**src/rtl/agw_pkg.sv**
```systemverilog
// Shared types and constants of the absorbing graph walker.
package agw_pkg;

  localparam int MAX_NODES   = 256;
  localparam int MAX_EDGES   = 1024;
  localparam int MAX_WALKERS = 16;

  localparam int NODE_W = $clog2(MAX_NODES);
  localparam int EDGE_W = $clog2(MAX_EDGES);
  localparam int WLK_W  = $clog2(MAX_WALKERS);
  localparam int OFF_AW = $clog2(MAX_NODES + 1);
  localparam int EDGE_DW = NODE_W + 2;

  localparam logic [1:0] KIND_LOAD_OFFSET = 2'd0;
  localparam logic [1:0] KIND_LOAD_EDGE   = 2'd1;
  localparam logic [1:0] KIND_START       = 2'd2;
  localparam logic [1:0] KIND_STEP        = 2'd3;

  localparam logic [2:0] ST_IDLE    = 3'd0;
  localparam logic [2:0] ST_RUN     = 3'd1;
  localparam logic [2:0] ST_COVERED = 3'd2;
  localparam logic [2:0] ST_TRAPPED = 3'd3;
  localparam logic [2:0] ST_DIED    = 3'd4;

  localparam logic CFG_STOP_THRESHOLD = 1'b0;
  localparam logic CFG_TRACK_UNIQUE   = 1'b1;

  typedef struct packed {
    logic [1:0]  kind;
    logic [9:0]  index;
    logic [10:0] value;
    logic        kill_edge;
    logic        reflect_edge;
    logic [31:0] random_word;
    logic        wr_ok;
  } item_t;

  typedef enum logic [4:0] {
    S_IDLE, S_LOAD, S_START, S_START_NV, S_STEP, S_OFF_A, S_OFF_B, S_OFF_C,
    S_SCAN_RD, S_SCAN_CHK, S_DIV, S_EDGE_RD, S_EDGE_D, S_UPDATE, S_NV_RD,
    S_NV_D, S_OUT
  } state_t;

  function automatic logic [31:0] sat_inc(input logic [31:0] x);
    return (x == 32'hFFFF_FFFF) ? x : x + 32'd1;
  endfunction

endpackage

```
**src/rtl/agw_front.sv**
```systemverilog
// Front end: accepts items, classifies load writes and queues them.
module agw_front (
  input  logic              clk,
  input  logic              rst,
  input  logic              push,
  output logic              full,
  input  logic [1:0]        kind,
  input  logic [9:0]        index,
  input  logic [10:0]       value,
  input  logic              kill_edge,
  input  logic              reflect_edge,
  input  logic [31:0]       random_word,
  output agw_pkg::item_t    head,
  output logic              q_empty,
  input  logic              q_pop
);
  agw_pkg::item_t slots [2];
  agw_pkg::item_t item_in;
  logic       wr_ptr;
  logic       rd_ptr;
  logic [1:0] count;
  logic       do_push;
  logic       do_pop;

  always_comb begin
    item_in.kind = kind;
    item_in.index = index;
    item_in.value = value;
    item_in.kill_edge = kill_edge;
    item_in.reflect_edge = reflect_edge;
    item_in.random_word = random_word;
    if (kind == agw_pkg::KIND_LOAD_OFFSET) begin
      item_in.wr_ok = ({1'b0, index} <= 11'(agw_pkg::MAX_NODES));
    end else begin
      item_in.wr_ok = ({1'b0, index} < 11'(agw_pkg::MAX_EDGES));
    end
  end

  assign full = (count == 2'd2);
  assign q_empty = (count == 2'd0);
  assign head = slots[rd_ptr];
  assign do_push = push && !full;
  assign do_pop = q_pop && !q_empty;

  always_ff @(posedge clk) begin
    if (do_push) begin
      slots[wr_ptr] <= item_in;
    end
    if (rst) begin
      wr_ptr <= 1'b0;
      rd_ptr <= 1'b0;
      count <= 2'd0;
    end else begin
      if (do_push) begin
        wr_ptr <= !wr_ptr;
      end
      if (do_pop) begin
        rd_ptr <= !rd_ptr;
      end
      count <= count + 2'(do_push) - 2'(do_pop);
    end
  end
endmodule

```
**config.mk**
```make
export PLATFORM = sky130hd
export DESIGN_NAME = agw_front
export DESIGN_NICKNAME = d
export VERILOG_FILES = /design/src/rtl/agw_pkg.sv /design/src/rtl/agw_front.sv
export SDC_FILE = /design/constraint.sdc
export NUM_CORES = 1
export LEC_CHECK = 0
export ABC_AREA = 0
export BUFFER_PORTS_ARGS = -buffer_cell sky130_fd_sc_hd__buf_2
export CORE_ASPECT_RATIO = 0.9
export CORE_MARGIN = 4
export CORE_UTILIZATION = 54
export CTS_BUF_LIST = sky130_fd_sc_hd__clkbuf_8 sky130_fd_sc_hd__clkbuf_16
export CTS_CLUSTER_SIZE = 24
export DETAILED_ROUTE_END_ITERATION = 16
export GPL_ROUTABILITY_DRIVEN = 1
export PLACE_DENSITY = 0.78
export SYNTH_ARGS = -nofsm -noshare
export SYNTH_HDL_FRONTEND = slang
export SYNTH_SLANG_ARGS = --single-unit
```
**constraint.sdc**
```tcl
create_clock -name clk -period 3.88 [get_ports clk]
set_input_delay 0.582 -clock clk [delete_from_list [all_inputs] [get_ports clk]]
set_output_delay 0.582 -clock clk [all_outputs]
set_load 0.02 [all_outputs]
```
# == Yosys cells after proc, flatten, opt, wreduce, memory -nomap -nowiden ==
# Memory sizes are Yosys's and may differ from the RTL's. A register that Yosys moved wholly into a read port is not among the register bits.
# Index checks and enable logic that the tools add are counted.
# op_classes
reduce_logical,8
order_cmp,1
mux,5
addsub,2
n_eq_ne,1
# ops
operator,count
10-bit by 9-bit less-or-equal comparator with 1-bit output (second input constant),1
1-bit 2-to-1 mux,5
1-bit zero test,4
2-bit zero test,2
2-bit by 1-bit adder with 2-bit output,1
2-bit equality test (second input constant),1
1-bit logical AND,2
2-bit by 1-bit subtractor with 2-bit output,1
# totals
regBits,4
out_inout_bits,60
elab_cells,21
mem_bits_rw,116
memories,1
input_bits,61
# memory_table
memory,words,width,rd,rd_clocked_by_memory_dff,write_ports,line_no,text
slots,2,58,1,1,1,agw_front.sv:17,agw_pkg::item_t slots [2];

# == Logic depth before layout (Yosys ltp) ==
# depth
depth_word,5
mapped_depth,8
depth_no_buf,8

# == Worst setup path before layout ==
# Ideal clock, no wire load.
# synth_path
path_type,input port to flip-flop
startpoint,input push
endpoint,"memory slots[0][0] in the netlist's numbering, enable pin"
required_ps,3468
stages,3
path_buffers,0
arrival_ps,2112
setup_ps,412
path_slack_ps,1356
path_cell_list,inv_1 -> or3_1 -> inv_1
# synth_via
elab_chain_cells,3
# synth_rtl
item,line_no,text
start: declaration,agw_front.sv:5,"input logic push,"
1-bit logical AND,agw_front.sv:42,assign do_push = push && !full;
1-bit 2-to-1 mux,agw_front.sv:46,if (do_push) begin
1-bit 2-to-1 mux (not written as such),agw_front.sv:47,slots[wr_ptr] <= item_in;
end: declaration,agw_front.sv:17,
# No other way between the ends.

==> metrics <==
final net count 414; Clock Sinks 121; GRT Total Usage 0.178; drt initial violations 62; family with the most delay on the worst path flip-flops; top-area cell type share of the netlist area 0.784; EDFF count, synth 116; post-synthesis instance total 212; Slew @ Worst Pin 0.713 ns; Hold Slack 0.263 ns; Die ar. 9750 um2; largest net degree at the start of global routing 33; Synthesized Nets 275; core area 8030 um2; status finished clean; layout cells sized above 1 0.599; post-synthesis average cell area 21.0 um2; commonest non-fill, non-tap cell in the layout buf_2; Static Leakage 2.21 nW; H-tree Lvls 4; cell with the largest stage delay on the worst path dfxtp_2; YS warnings 0; WS Path Type register to primary output; critical path endpoint category primary output; HPWL Detailed 5.42 mm; Initial Util 0.554; Syn Std Cell Area 4440 um2; FF+latch count, synth 121; crit path to head[15]; Yosys cell types 25; placer congestion estimate 0.702; Hold Buf Count CTS 0; first-pass GRT wire length 12.8 mm; post-CTS setup buffers 0; achievable frequency 346 MHz; drt wl/cell 17.6 um; Clock transition at path regs 0.06 ns; reg2reg setup slack 1.70 ns; Fin. Hold Viols 0; critical-path cell list buf_4 > mux2_2 > buf_2; FF-to-FF End slots[0][52]; setup violators final 0; WP buf/inv 2; Register Area 3580 um2; Antenna diodes 0; Placement Rows 31; later-pin clock latency in the skew report 0.50 ns; clk buf depth 2; Worst EP required 3.30 ns; drt pass-1 iters 4; most frequent cells in the layout buf_2, edfxtp_1, mux2_2; Area Overhead vs Synth 29.3%; Post-Route WL 8.13 mm; critical path arrival 2.31 ns; multi-input logic area 801 um2; Yosys top cell by area edfxtp_1; max-cap violations 0; Tcrit/Tclk final 0.745; Crit. path cell count 3; grt total ovfl 0; vias 2345; Slew headroom 0.524; Hold Crit Class input port to register; minimum clock period 2.89 ns; synth top area cells edfxtp_1, mux2_2, dfxtp_1, ha_1, buf_6; vias in the first global route 2565; via/cell ratio 5.06; initial antenna violation count 0; R2R depth 5; RSZ-0062 raised after global routing false; CTS tree yes; CP max FO 29; die width 104 um; Final Skew 0.00778 ns; Die H 94.1 um; Fill cells 526; Critical Path Source Type register; power per cell area 754 nW/um2; max incr delay on CP 0.77 ns; clock root buffer clkbuf_8; CTS Buf Count 17; Detail Route Antenna Nets 0; asr flop ratio synth 0; Seq/Total Area, Yosys 0.806; Max rail drop VDD 0.509 mV; post-cts gate resize count 0; Ports 121; Remaining DRCs 0; RR Startpoint count[0]; IO Port Bufs 120; Synth Flop Type edfxtp_1; total negative slack 0 ns; Final Max Tran Viols 0
==> worst min-delay path by stage <==
stage	slack, ns	startpoint	cells after the start	end
2_1_floorplan	0.45	wr_ptr	2	wr_ptr
3_5_place_dp	0.48	wr_ptr	2	wr_ptr
3_3_place_gp	0.47	wr_ptr	2	wr_ptr
4_1_cts	0.24	random_word[21]	1	slots[0][22]
6_report	0.26	random_word[23]	1	slots[1][24]
5_1_grt	0.23	random_word[9]	1	slots[1][10]
==> layer usage <==
metal	track usage	wire length (um)	part of all wire	up-vias
li1	-	-	-	1115
met1	0.203	3310	0.41	1134
met2	0.294	4170	0.51	86
met3	0.0784	576	0.071	10
met4	0.0819	76	0.0093	0
met5	0	0	0	-
==> stage by stage <==
| stage | utilization | setup slack (ns) | instance area [um2] | cells | power [mW] |
|---|---|---|---|---|---|
| floorplan | - | 1.36 | 4440 | 212 | 2.52 |
| finish | 0.716 | 0.988 | 5750 | 463 | 4.33 |
| global route | 0.716 | 0.870 | 5750 | 463 | 4.53 |
| CTS | 0.716 | 0.938 | 5750 | 463 | 4.38 |
| global placement | 0.644 | 1.52 | 5170 | 431 | 2.85 |
| detailed placement | 0.644 | 1.50 | 5170 | 431 | 2.88 |
==> registers in the layout (all words and copies together) (netlist names), named ones only <==
signal and cells:
rd_ptr 1, wr_ptr 1, slots 116, count 2
==> power breakdown <==
part	switching, mW	internal, mW
combinational	0.639	0.443
clock	0.525	0.965
sequential	0.0937	1.67
==> layout make-up <==
class                   instances  area share
inverters                       4     0.00261
clock inverters                15      0.0281
multi-input cells              81       0.139
well taps                      99      0.0216
flip-flops and latches        121       0.624
repair buffers                126       0.112
clock buffers                  17      0.0721
==> cell families after synthesis <==
kind of cell | count (synthesis) | synth area share
AOI/OAI and AO/OA | 5 | 0.00676
DFF | 121 | 0.806
xor gates and xnor gates | 2 | 0.00394
buffers and inverters | 10 | 0.0135
adders and majority gates | 2 | 0.00563
and+or+nand+nor | 14 | 0.0169
muxes | 58 | 0.147
==> cell usage after synthesis, types with 2 or more instances <==
library cell / instances
edfxtp_1: 116
mux2_2: 57
dfxtp_1: 5
nor2_1: 5
buf_2: 3
inv_1: 3
buf_6: 2
ha_1: 2
nor4_1: 2
o21ai_0: 2
Note: power is estimated with default switching activity, not from simulation.
